$ cat src/rtl/lru_ct_pkg.sv
// Shared types and constants for the LRU cache table.
// Used by the controller, the datapath and the top level.
package lru_ct_pkg;

   // Field widths of the request and response words
   localparam int KEY_W      = 32;
   localparam int VALUE_W    = 32;
   localparam int REQ_DATA_W = KEY_W + VALUE_W;
   localparam int RSP_DATA_W = VALUE_W;

   // Request kinds carried on tuser
   localparam logic ACT_GET = 1'b0;
   localparam logic ACT_PUT = 1'b1;

   // Controller states
   typedef enum logic [2:0] {
      ST_IDLE,
      ST_SEARCH,
      ST_DECIDE,
      ST_UPDATE,
      ST_RESPOND
   } state_type;

   // Commands from the controller to the datapath
   typedef struct packed {
      logic load;        // capture the request word
      logic scan_start;  // rewind the entry scan
      logic search_en;   // scan entries for match, free slot and LRU slot
      logic decide;      // pick the slot, write key and value, read value
      logic update_en;   // scan entries and rewrite recency ranks
      logic respond;     // load the response register
   } cmd_type;

   // Status from the datapath to the controller
   typedef struct packed {
      logic scan_done;   // every entry issued and the read pipe drained
      logic need_update; // the request changes recency order
      logic out_free;    // response register can take a word
   } status_type;

endpackage

$ cat src/rtl/lru_ct_controller.sv
// Sequencer for the LRU cache table: search, decide, rank update, respond.
// Depends on lru_ct_pkg for state, command and status types.
module lru_ct_controller
   import lru_ct_pkg::*;
(
   input  logic       clock,
   input  logic       reset,
   input  logic       req_tvalid,
   output logic       req_tready,
   input  status_type status,
   output cmd_type    cmd
);

   state_type state_ff;
   state_type state_in;

   // State register
   always_ff @(posedge clock) begin
      if (reset) begin
         state_ff <= ST_IDLE;
      end else begin
         state_ff <= state_in;
      end
   end

   // Next state and commands
   always_comb begin
      state_in   = state_ff;
      cmd        = '0;
      req_tready = 1'b0;
      case (state_ff)
         ST_IDLE: begin
            req_tready = 1'b1;
            if (req_tvalid) begin
               cmd.load       = 1'b1;
               cmd.scan_start = 1'b1;
               state_in       = ST_SEARCH;
            end
         end
         ST_SEARCH: begin
            cmd.search_en = 1'b1;
            if (status.scan_done) begin
               state_in = ST_DECIDE;
            end
         end
         ST_DECIDE: begin
            cmd.decide = 1'b1;
            if (status.need_update) begin
               cmd.scan_start = 1'b1;
               state_in       = ST_UPDATE;
            end else begin
               state_in = ST_RESPOND;
            end
         end
         ST_UPDATE: begin
            cmd.update_en = 1'b1;
            if (status.scan_done) begin
               state_in = ST_RESPOND;
            end
         end
         ST_RESPOND: begin
            if (status.out_free) begin
               cmd.respond = 1'b1;
               state_in    = ST_IDLE;
            end
         end
         default: begin
            state_in = ST_IDLE;
         end
      endcase
   end

endmodule

$ cat src/rtl/lru_ct_datapath.sv
// Entry storage, scan pipeline, slot selection and response register
// of the LRU cache table. Depends on lru_ct_pkg.
module lru_ct_datapath
   import lru_ct_pkg::*;
#(
   parameter int ENTRIES    = 16,
   parameter int DATA_WIDTH = 32
) (
   input  logic                  clock,
   input  logic                  reset,
   input  cmd_type               cmd,
   output status_type            status,
   input  logic                  req_tuser,   // action
   input  logic [REQ_DATA_W-1:0] req_tdata,   // key [31:0], value [63:32]
   output logic                  rsp_tvalid,
   input  logic                  rsp_tready,
   output logic [RSP_DATA_W-1:0] rsp_tdata,   // read_value [31:0]
   output logic                  rsp_tuser    // hit
);

   localparam int IDX_W = $clog2(ENTRIES);
   localparam int CNT_W = IDX_W + 1;
   localparam logic [CNT_W-1:0] CNT_END   = CNT_W'(ENTRIES);
   localparam logic [IDX_W-1:0] RANK_LAST = IDX_W'(ENTRIES - 1);

   // Entry memories
   logic [KEY_W-1:0]      key_mem  [ENTRIES];
   logic [IDX_W-1:0]      rank_mem [ENTRIES];
   logic [DATA_WIDTH-1:0] val_mem  [ENTRIES];

   logic [ENTRIES-1:0]    valid_ff, valid_in;

   // Captured request
   logic                  action_ff;
   logic [KEY_W-1:0]      key_ff;
   logic [DATA_WIDTH-1:0] value_ff, value_in;
   logic [63:0]           value_wide;

   // Scan pipeline
   logic [CNT_W-1:0]      cnt_ff, cnt_in;
   logic                  pipe_vld_ff, pipe_vld_in;
   logic [IDX_W-1:0]      pipe_idx_ff;
   logic [IDX_W-1:0]      rd_idx;
   logic                  issue;
   logic [KEY_W-1:0]      key_rd_ff;
   logic [IDX_W-1:0]      rank_rd_ff;
   logic                  vld_rd_ff;
   logic [DATA_WIDTH-1:0] val_rd_ff;

   // Search results
   logic                  found_ff, found_in;
   logic [IDX_W-1:0]      hit_idx_ff, hit_idx_in;
   logic [IDX_W-1:0]      hit_rank_ff, hit_rank_in;
   logic                  free_ff, free_in;
   logic [IDX_W-1:0]      free_idx_ff, free_idx_in;
   logic [IDX_W-1:0]      lru_idx_ff, lru_idx_in;

   // Chosen slot and its old rank
   logic [IDX_W-1:0]      slot_sel;
   logic [CNT_W-1:0]      old_sel;
   logic [IDX_W-1:0]      slot_ff;
   logic [CNT_W-1:0]      old_rank_ff;
   logic [IDX_W-1:0]      rank_new;
   logic                  is_put;

   // Response register
   logic                  rsp_valid_ff, rsp_valid_in;
   logic                  rsp_hit_ff;
   logic [RSP_DATA_W-1:0] rsp_data_ff, rsp_data_in;
   logic [63:0]           read_wide;

   assign is_put = (action_ff == ACT_PUT);
   assign rd_idx = cnt_ff[IDX_W-1:0];
   assign issue  = (cmd.search_en | cmd.update_en) && (cnt_ff != CNT_END);

   // Fit the incoming value to the stored width
   assign value_wide = {32'b0, req_tdata[REQ_DATA_W-1:KEY_W]};
   assign value_in   = value_wide[DATA_WIDTH-1:0];

   // Advance the scan counter and the read pipe
   always_comb begin
      cnt_in      = cnt_ff;
      pipe_vld_in = 1'b0;
      if (cmd.scan_start) begin
         cnt_in = '0;
      end else if (issue) begin
         cnt_in      = cnt_ff + 1'b1;
         pipe_vld_in = 1'b1;
      end
   end

   always_ff @(posedge clock) begin
      if (reset) begin
         cnt_ff      <= '0;
         pipe_vld_ff <= 1'b0;
      end else begin
         cnt_ff      <= cnt_in;
         pipe_vld_ff <= pipe_vld_in;
      end
   end

   // Capture the request word
   always_ff @(posedge clock) begin
      if (cmd.load) begin
         action_ff <= req_tuser;
         key_ff    <= req_tdata[KEY_W-1:0];
         value_ff  <= value_in;
      end
   end

   // Read one entry per scan step
   always_ff @(posedge clock) begin
      if (issue) begin
         pipe_idx_ff <= rd_idx;
         key_rd_ff   <= key_mem[rd_idx];
         rank_rd_ff  <= rank_mem[rd_idx];
         vld_rd_ff   <= valid_ff[rd_idx];
      end
   end

   // Track match, highest free entry and least recent entry
   always_comb begin
      found_in    = found_ff;
      hit_idx_in  = hit_idx_ff;
      hit_rank_in = hit_rank_ff;
      free_in     = free_ff;
      free_idx_in = free_idx_ff;
      lru_idx_in  = lru_idx_ff;
      if (cmd.load) begin
         found_in = 1'b0;
         free_in  = 1'b0;
      end else if (cmd.search_en && pipe_vld_ff) begin
         if (vld_rd_ff && key_rd_ff == key_ff && !found_ff) begin
            found_in    = 1'b1;
            hit_idx_in  = pipe_idx_ff;
            hit_rank_in = rank_rd_ff;
         end
         if (!vld_rd_ff) begin
            free_in     = 1'b1;
            free_idx_in = pipe_idx_ff;
         end
         if (vld_rd_ff && rank_rd_ff == RANK_LAST) begin
            lru_idx_in = pipe_idx_ff;
         end
      end
   end

   always_ff @(posedge clock) begin
      if (reset) begin
         found_ff <= 1'b0;
         free_ff  <= 1'b0;
      end else begin
         found_ff <= found_in;
         free_ff  <= free_in;
      end
   end

   always_ff @(posedge clock) begin
      hit_idx_ff  <= hit_idx_in;
      hit_rank_ff <= hit_rank_in;
      free_idx_ff <= free_idx_in;
      lru_idx_ff  <= lru_idx_in;
   end

   // Pick the slot: hit entry, else free entry, else evict the least recent
   always_comb begin
      if (found_ff) begin
         slot_sel = hit_idx_ff;
         old_sel  = {1'b0, hit_rank_ff};
      end else if (free_ff) begin
         slot_sel = free_idx_ff;
         old_sel  = CNT_END;
      end else begin
         slot_sel = lru_idx_ff;
         old_sel  = {1'b0, RANK_LAST};
      end
   end

   always_ff @(posedge clock) begin
      if (cmd.decide) begin
         slot_ff     <= slot_sel;
         old_rank_ff <= old_sel;
      end
   end

   // Mark a filled entry valid
   always_comb begin
      valid_in = valid_ff;
      if (cmd.decide && is_put && !found_ff && free_ff) begin
         valid_in[free_idx_ff] = 1'b1;
      end
   end

   always_ff @(posedge clock) begin
      if (reset) begin
         valid_ff <= '0;
      end else begin
         valid_ff <= valid_in;
      end
   end

   // Write key and value on a put, read value on a get hit
   always_ff @(posedge clock) begin
      if (cmd.decide && is_put) begin
         val_mem[slot_sel] <= value_ff;
         if (!found_ff) begin
            key_mem[slot_sel] <= key_ff;
         end
      end
      if (cmd.decide && !is_put && found_ff) begin
         val_rd_ff <= val_mem[hit_idx_ff];
      end
   end

   // Age entries more recent than the old rank; chosen slot becomes rank zero
   always_comb begin
      if (pipe_idx_ff == slot_ff) begin
         rank_new = '0;
      end else if (vld_rd_ff && {1'b0, rank_rd_ff} < old_rank_ff) begin
         rank_new = rank_rd_ff + 1'b1;
      end else begin
         rank_new = rank_rd_ff;
      end
   end

   always_ff @(posedge clock) begin
      if (cmd.update_en && pipe_vld_ff) begin
         rank_mem[pipe_idx_ff] <= rank_new;
      end
   end

   // Response word: stored data on a get hit, zero otherwise
   assign read_wide = 64'(val_rd_ff);

   always_comb begin
      rsp_valid_in = rsp_valid_ff;
      rsp_data_in  = '0;
      if (!is_put && found_ff) begin
         rsp_data_in = read_wide[RSP_DATA_W-1:0];
      end
      if (cmd.respond) begin
         rsp_valid_in = 1'b1;
      end else if (rsp_tready) begin
         rsp_valid_in = 1'b0;
      end
   end

   always_ff @(posedge clock) begin
      if (reset) begin
         rsp_valid_ff <= 1'b0;
      end else begin
         rsp_valid_ff <= rsp_valid_in;
      end
   end

   always_ff @(posedge clock) begin
      if (cmd.respond) begin
         rsp_hit_ff  <= found_ff;
         rsp_data_ff <= rsp_data_in;
      end
   end

   assign rsp_tvalid = rsp_valid_ff;
   assign rsp_tdata  = rsp_data_ff;
   assign rsp_tuser  = rsp_hit_ff;

   // Status back to the controller
   assign status.scan_done   = (cnt_ff == CNT_END) && !pipe_vld_ff;
   assign status.need_update = found_ff | is_put;
   assign status.out_free    = !rsp_valid_ff || rsp_tready;

endmodule

$ cat src/rtl/lru_cache_table_top.sv
// Fully associative key/value store with least-recently-used replacement.
// Each request word is a get or a put (tuser) with a 32-bit key and a 32-bit
// value (tdata); each request yields one response word with the hit flag
// (tuser) and the read value (tdata), which is the stored data on a get hit
// and zero otherwise. The store starts empty after reset. One request is
// worked at a time: a scan through the entry memories, one entry per cycle,
// finds the match, the highest free entry and the least recent entry, and a
// get hit or any put is followed by a second scan that rewrites the recency
// ranks. The response sits in an output register, so the next request is
// taken while an earlier response waits.
// Depends on lru_ct_pkg, lru_ct_controller and lru_ct_datapath.
module lru_cache_table_top
   import lru_ct_pkg::*;
#(
   parameter int ENTRIES    = 16,
   parameter int DATA_WIDTH = 32
) (
   input  logic                  clock,
   input  logic                  reset,
   input  logic                  req_tvalid,
   output logic                  req_tready,
   input  logic [REQ_DATA_W-1:0] req_tdata,   // key [31:0], value [63:32]
   input  logic                  req_tuser,   // action: 0 get, 1 put
   output logic                  rsp_tvalid,
   input  logic                  rsp_tready,
   output logic [RSP_DATA_W-1:0] rsp_tdata,   // read_value [31:0]
   output logic                  rsp_tuser    // hit
);

   cmd_type    cmd;
   status_type status;

   lru_ct_controller u_controller (
      .clock      (clock),
      .reset      (reset),
      .req_tvalid (req_tvalid),
      .req_tready (req_tready),
      .status     (status),
      .cmd        (cmd)
   );

   lru_ct_datapath #(
      .ENTRIES    (ENTRIES),
      .DATA_WIDTH (DATA_WIDTH)
   ) u_datapath (
      .clock      (clock),
      .reset      (reset),
      .cmd        (cmd),
      .status     (status),
      .req_tuser  (req_tuser),
      .req_tdata  (req_tdata),
      .rsp_tvalid (rsp_tvalid),
      .rsp_tready (rsp_tready),
      .rsp_tdata  (rsp_tdata),
      .rsp_tuser  (rsp_tuser)
   );

endmodule

$ cat config.mk
export PLATFORM = sky130hd
export DESIGN_NAME = lru_cache_table_top
export DESIGN_NICKNAME = d
export VERILOG_FILES = /design/src/rtl/lru_ct_pkg.sv /design/src/rtl/lru_ct_controller.sv /design/src/rtl/lru_ct_datapath.sv /design/src/rtl/lru_cache_table_top.sv
export SDC_FILE = /design/constraint.sdc
export NUM_CORES = 1
export LEC_CHECK = 0
export BUFFER_PORTS_ARGS = -buffer_cell sky130_fd_sc_hd__buf_2
export CAP_MARGIN = 40
export CORE_MARGIN = 1
export CORE_UTILIZATION = 45
export DETAILED_ROUTE_END_ITERATION = 10
export GPL_ROUTABILITY_DRIVEN = 0
export MAX_ROUTING_LAYER = met4
export PLACE_DENSITY = 0.69
export SLEW_MARGIN = 20
export SYNTH_ARGS = -nofsm -noshare
export SYNTH_HDL_FRONTEND = slang
export SYNTH_HIERARCHICAL = 1
export SYNTH_SLANG_ARGS = --single-unit
$ cat constraint.sdc
create_clock -name clock -period 5.6 [get_ports clock]
set_clock_uncertainty 0.1 [all_clocks]
set_input_delay 1.4 -clock clock [delete_from_list [all_inputs] [get_ports clock]]
set_output_delay 1.4 -clock clock [all_outputs]
set_load 0.02 [all_outputs]
* Yosys cells after proc, flatten, opt, wreduce, memory -nomap -nowiden
Memory sizes are Yosys's and may differ from the RTL's. A register that Yosys moved wholly into a read port is not among the register bits.
Index checks and enable logic that the tools add are counted.
** Operators by class
- Mux-type cells :: 36
- Reduce and logical (&&, ||, !) cells :: 30
- Add/sub/neg operators :: 2
- Eq/ne operators :: 13
- Bitwise operators :: 5
- $lt $le $gt $ge :: 4
** Operator list (count)
- $eq 32x32->1 :: 1
- $mux 1 :: 20
- $mux 4 :: 5
- $or 16x16->16 :: 1
- $logic_and 1x1->1 :: 15
- $mux 3 :: 5
- $pmux 3 s5 :: 1
- $lt 4x5->1 const B :: 2
- $reduce_and 3->1 :: 3
- $ne 2x2->1 const B :: 4
- $eq 3x2->1 const B :: 2
- $add 5x1->5 const B :: 1
- $eq 5x5->1 const B :: 1
- $lt 4x5->1 :: 1
- $mux 5 :: 1
- $ne 5x5->1 const B :: 1
- $add 4x1->4 const B :: 1
- $bmux 1 s4 :: 1
- $demux 1 s4 :: 1
- $eq 4x4->1 :: 1
- $eq 4x4->1 const B :: 1
- $ge 4x1->1 const B :: 1
- $logic_not 1->1 :: 4
- $reduce_and 2->1 :: 2
- 11 further kinds :: 14
** Word-level totals
- Bits in registers :: 156
- Bits of input ports :: 69
- Output and inout port bits :: 35
- Memory bits (writable) :: 1088
- Memories kept :: 3
- Word-level logic and storage cells :: 114
** Memories
- u_datapath.key_mem :: depth 16, width 32, rd ports 1, clocked after memory_dff 1, wr ports 1, RTL line lru_ct_datapath.sv:27 : logic [KEY_W-1:0] key_mem [ENTRIES];
- u_datapath.val_mem :: depth 16, width 32, rd ports 1, clocked after memory_dff 1, wr ports 1, RTL line lru_ct_datapath.sv:29 : logic [DATA_WIDTH-1:0] val_mem [ENTRIES];
- u_datapath.rank_mem :: depth 16, width 4, rd ports 1, clocked after memory_dff 1, wr ports 1, RTL line lru_ct_datapath.sv:28 : logic [IDX_W-1:0] rank_mem [ENTRIES];

* Longest topological paths before layout
- Depth in word-level cells :: 5
- Gate-level depth with buffers :: 11
- Depth with buffers taken out :: 7

* Hierarchy
The synthesis kept the hierarchy.
** Modules (own cells, without submodules)
- lru_ct_datapath :: cells an instance 2031, area each 48977.0 µm², sequential area each 39057.5 µm², times used 1
- lru_ct_controller :: cells an instance 25, area each 205.2 µm², sequential area each 60.1 µm², times used 1

* Least setup slack after synthesis
Ideal clock, no wire load.
- Path kind :: in2reg
- Start :: input rsp_tready
- End :: register u_datapath.rsp_data_ff[0] (netlist: u_datapath/rsp_tdata[0]) (enable)
- Stages :: 3
- Data required time :: 5.033 ns
- Library setup time :: 0.467 ns
- Arrival time :: 3.891 ns
- Setup slack :: 1.143 ns
- Buffers on the path :: 0
- Cell sequence :: nand2b_1 nand2_1 nor3_1
** RTL lines
- start, declared :: RTL line lru_cache_table_top.sv:25 : input logic rsp_tready,
- end signal, assigned :: RTL line lru_ct_datapath.sv:259 : rsp_data_ff <= rsp_data_in;
- end, declared :: RTL line lru_ct_datapath.sv:69 : logic [RSP_DATA_W-1:0] rsp_data_ff, rsp_data_in;

* Worst setup path after layout
- Start :: register u_controller.state_ff[0]
- End :: output req_tready
** Between the ends
- Cells in the longest elaborated chain, start to end :: 2
** Ends and longest elaborated chain
- start, declared :: RTL line lru_ct_controller.sv:14 : state_type state_ff;
- start signal, assigned :: RTL line lru_ct_controller.sv:22 : state_ff <= state_in;
- $logic_not 3->1 :: RTL line lru_ct_controller.sv:31 : case (state_ff)
- $mux 1 :: RTL line lru_ct_controller.sv:31
- end, declared :: RTL line lru_cache_table_top.sv:21 : output logic req_tready,
No other way between the ends.

==> results.py <==
metrics = {
    "status": {
        "outcome": "completed",
    },
    "floorplan": {
        "core_um2": 108000,
        "vertical_extent_of_the_die_um": 333,
        "number_of_i_o_pins": 104,
        "initial_core_util": 0.457,
        "placement_row_count": 120,
        "fp.dieArea_um2": 111000,
        "die_w_um": 333,
    },
    "grt": {
        "gr-total-overflow": 0,
        "grt_start_max_net_pins": 129,
        "grt_pass1_vias": 22800,
        "grt_antenna_before_repair": 4,
        "grt_pass1_wl_um": 154000,
        "track_usage": 0.197,
    },
    "yosys": {
        "ys.warnings.count": 6,
        "postSynthNetCount": 2131,
        "synthDominantAreaCellType": "sky130_fd_sc_hd__edfxtp_1",
        "synthesized_cell_area_um2": 49200,
        "post_synth_num_cell_types": 41,
        "ys_top_cells_by_area": "sky130_fd_sc_hd__edfxtp_1, sky130_fd_sc_hd__mux4_2, sky130_fd_sc_hd__dfxtp_1",
        "post_synth_inst_count": 2056,
        "synth-edff-count": 1284,
        "synth_common_cells": "sky130_fd_sc_hd__edfxtp_1, sky130_fd_sc_hd__mux4_2, sky130_fd_sc_hd__nor2_1, sky130_fd_sc_hd__clkbuf_1, sky130_fd_sc_hd__and2_1",
        "ys_seq_area_frac": 0.795,
        "postSynthAreaPerCell_um2": 23.9,
        "yosys.area.top_type_share": 0.784,
        "synthMostInstantiatedCell": "sky130_fd_sc_hd__edfxtp_1",
        "synth-async-reset-ratio": 0,
        "synth-seq-cells": 1312,
        "dominantRegCellSynth": "sky130_fd_sc_hd__edfxtp_1",
    },
    "final_layout": {
        "drive_gt1_frac": 0.318,
        "area_delta_synth_final_pct": 14.9,
        "layout.area.seq_um2": 39100,
        "number_of_diodes": 0,
        "fill_cells": 7931,
        "fraction_of_the_core_area_covered_by_cells_at_the_end_of_the_flow": 0.525,
        "multi_input_comb_area_um2": 9750,
        "net_count_reported_at_finish": 2350,
        "design_area_final_um2": 56500,
    },
    "timing": {
        "grt_setup_unrepaired": "false",
        "setup_viol": 0,
        "maxSlewViolCount": 0,
        "period_needed_ns": 3.45,
        "finalHoldViolations": 0,
        "tns_ns": 0,
        "min_period_over_period": 0.616,
        "max_freq_mhz": 290,
        "slew_headroom": 0.439,
        "max_slew.worst_pin.slew_ns": 0.840,
    },
    "route": {
        "drtAntennaViolNets": 0,
        "wirelength_um": 104000,
        "routed_wire_length_per_instance_um": 27.6,
        "vias": 22200,
        "detailedRoute.firstIterationViolations": 2532,
        "first_pass_iters": 7,
        "post_drt_via_cell_ratio": 5.87,
        "drt_drc_violations_left": 0,
    },
    "cts": {
        "max-clock-path-buffers": 3,
        "tritoncts.num_buffers": 132,
        "cts_resized": 0,
        "h-tree-depth": 4,
        "cts-hold-fix-buffers": 0,
        "clock_latency_ns": 0.76,
        "cts.clk_slew.worst_paths_ns": 0.06,
        "postCtsSetupBuffers": 0,
        "tritoncts_num_sinks": 1312,
        "cts_root_buf": "sky130_fd_sc_hd__clkbuf_16",
        "cts_tree": "done",
    },
    "place": {
        "detailedPlacementHpwl_um": 62200,
        "io_buffer_count": 103,
        "placed_area_um2": 52200,
    },
    "setup_path": {
        "worst_path_cell_trace": "nor3_1 -> buf_2",
        "crit_slowest_cell": "sky130_fd_sc_hd__nor3_1",
        "critical_path.endpoint_type": "output pin",
        "worst_path_dominant_cell_family": "simple AND/OR/NAND/NOR gates",
        "crit_path_max_incr_delay_ns": 0.54,
        "path_class": "reg -> out",
        "crit_buf_inv": 1,
        "cp-start-kind": "register",
        "worst_ep_required_time_ns": 4.10,
        "crit_path_start": "u_controller/state_ff[0]",
        "reg2reg_from": "u_controller/state_ff[1]",
        "timing.critical_path.fanout_max": 10,
        "arrival_ns": 1.95,
    },
    "flow_run": {
        "maxCapViolations": 0,
    },
    "pwr": {
        "p_leak_nw": 17.4,
        "irDropWorstVdd_uv": 259,
        "report.power.total_w": 0.0202,
        "cellPowerDensity_nw_per_um2": 357,
    },
    "hold_path": {
        "min-delay-path-class": "reg -> reg",
        "hold_path_startpoint": "u_datapath/valid_ff[11]",
    },
}
==> stage by stage <==
step	hold slack [ns]	worst slack, ns	instances
after global placement	0.341	1.93	3505
after detailed placement	0.362	1.81	3539
final	0.378	2.15	3779
after global routing	0.404	1.99	3779
after CTS	0.378	1.78	3774
after floorplan	0.306	1.14	2056
==> power by group <==
part           switching, W  leakage [nW]  internal, W
Combinational      0.000285          3.58     0.000253
Clock               0.00369          2.05      0.00481
Sequential         0.000208          11.8       0.0109
==> layout make-up <==
cell class              count  area share
inverters                  13    0.000864
clock buffers             159      0.0610
clock inverters            76      0.0129
flip-flops and latches   1312       0.693
repair buffers            181      0.0289
multi-input cells         635       0.173
well taps                1403      0.0311
==> routing by layer <==
layer | track usage | share of wire | up-vias
li1 | - | - | 9146
met1 | 0.270 | 0.41 | 11900
met2 | 0.296 | 0.48 | 976
met3 | 0.0469 | 0.090 | 148
met4 | 0.0561 | 0.020 | 0
met5 | - | 0 | -
==> worst paths after layout <==
check,end,slack [ns],depth (start not counted)
worst min register to register,u_datapath/valid_ff[11],0.38,2
worst min-delay path,u_datapath/valid_ff[11],0.38,2
worst max-delay path,req_tready,2.15,2
worst max register to register,u_datapath/val_mem[4][17],2.19,6
==> cell usage in the layout (no fill, tap or decap), types with 3 or more instances in the layout <==
cell,instances
sky130_fd_sc_hd__inv_1,13
sky130_fd_sc_hd__clkinv_1,26
sky130_fd_sc_hd__nor2_1,42
sky130_fd_sc_hd__a21o_1,4
sky130_fd_sc_hd__ha_1,6
sky130_fd_sc_hd__clkinv_2,24
sky130_fd_sc_hd__a21oi_1,19
sky130_fd_sc_hd__nand3_1,3
sky130_fd_sc_hd__and2_2,3
sky130_fd_sc_hd__nor4_1,7
sky130_fd_sc_hd__and2_1,33
sky130_fd_sc_hd__dfxtp_4,3
sky130_fd_sc_hd__nand2b_1,9
sky130_fd_sc_hd__buf_2,104
sky130_fd_sc_hd__nor2_4,16
sky130_fd_sc_hd__nor3_2,17
sky130_fd_sc_hd__mux4_2,345
sky130_fd_sc_hd__inv_16,4
sky130_fd_sc_hd__bufinv_16,8
sky130_fd_sc_hd__clkbuf_16,134
sky130_fd_sc_hd__buf_12,13
sky130_fd_sc_hd__clkinv_8,4
sky130_fd_sc_hd__inv_6,6
sky130_fd_sc_hd__buf_16,18
sky130_fd_sc_hd__nand4_1,9
sky130_fd_sc_hd__mux2i_1,9
sky130_fd_sc_hd__xnor2_1,9
sky130_fd_sc_hd__and3_1,3
sky130_fd_sc_hd__edfxtp_1,1284
sky130_fd_sc_hd__o21a_1,5
sky130_fd_sc_hd__clkbuf_1,25
sky130_fd_sc_hd__buf_4,43
sky130_fd_sc_hd__nor3_1,14
sky130_fd_sc_hd__dfxtp_1,24
sky130_fd_sc_hd__a31oi_1,4
sky130_fd_sc_hd__nor2b_1,6
sky130_fd_sc_hd__nand2_1,19
sky130_fd_sc_hd__xor2_1,32
==> flip-flops by register name, summed over array words and instances, names as in the netlist, 3 cells and up <==
register,count
u_controller/state_ff,3
u_datapath/cnt_ff,5
u_datapath/free_idx_ff,4
u_datapath/hit_idx_ff,4
u_datapath/hit_rank_ff,4
u_datapath/key_ff,32
u_datapath/key_mem,512
u_datapath/key_rd_ff,32
u_datapath/lru_idx_ff,4
u_datapath/old_rank_ff,5
u_datapath/pipe_idx_ff,4
u_datapath/rank_mem,64
u_datapath/rank_rd_ff,4
u_datapath/rsp_tdata,32
u_datapath/slot_ff,4
u_datapath/val_mem,512
u_datapath/val_rd_ff,32
u_datapath/valid_ff,16
u_datapath/value_ff,32
==> worst register-to-register path: stages, from the launching register on <==
cell and delay (ns):
sky130_fd_sc_hd__dfxtp_1 0.49, sky130_fd_sc_hd__nor2b_1 0.23, sky130_fd_sc_hd__and2_1 0.53, sky130_fd_sc_hd__and3_1 0.30
sky130_fd_sc_hd__nand2_1 0.38, sky130_fd_sc_hd__nor2_4 0.81, sky130_fd_sc_hd__buf_16 0.25
==> kinds of logic (layout without fill, tap and decap cells) <==
group / count (synthesis) / after routing / share of synthesized area
DFF: 1312 / 1312 / 0.795
AOI/OAI and AO/OA: 41 / 41 / 0.00506
muxes: 354 / 354 / 0.160
buffers and inverters: 109 / 429 / 0.0108
adders and majority gates: 6 / 6 / 0.00153
and+or+nand+nor: 193 / 193 / 0.0201
xor gates and xnor gates: 41 / 41 / 0.00730
No activity file was read; power rests on OpenSTA's default activity.
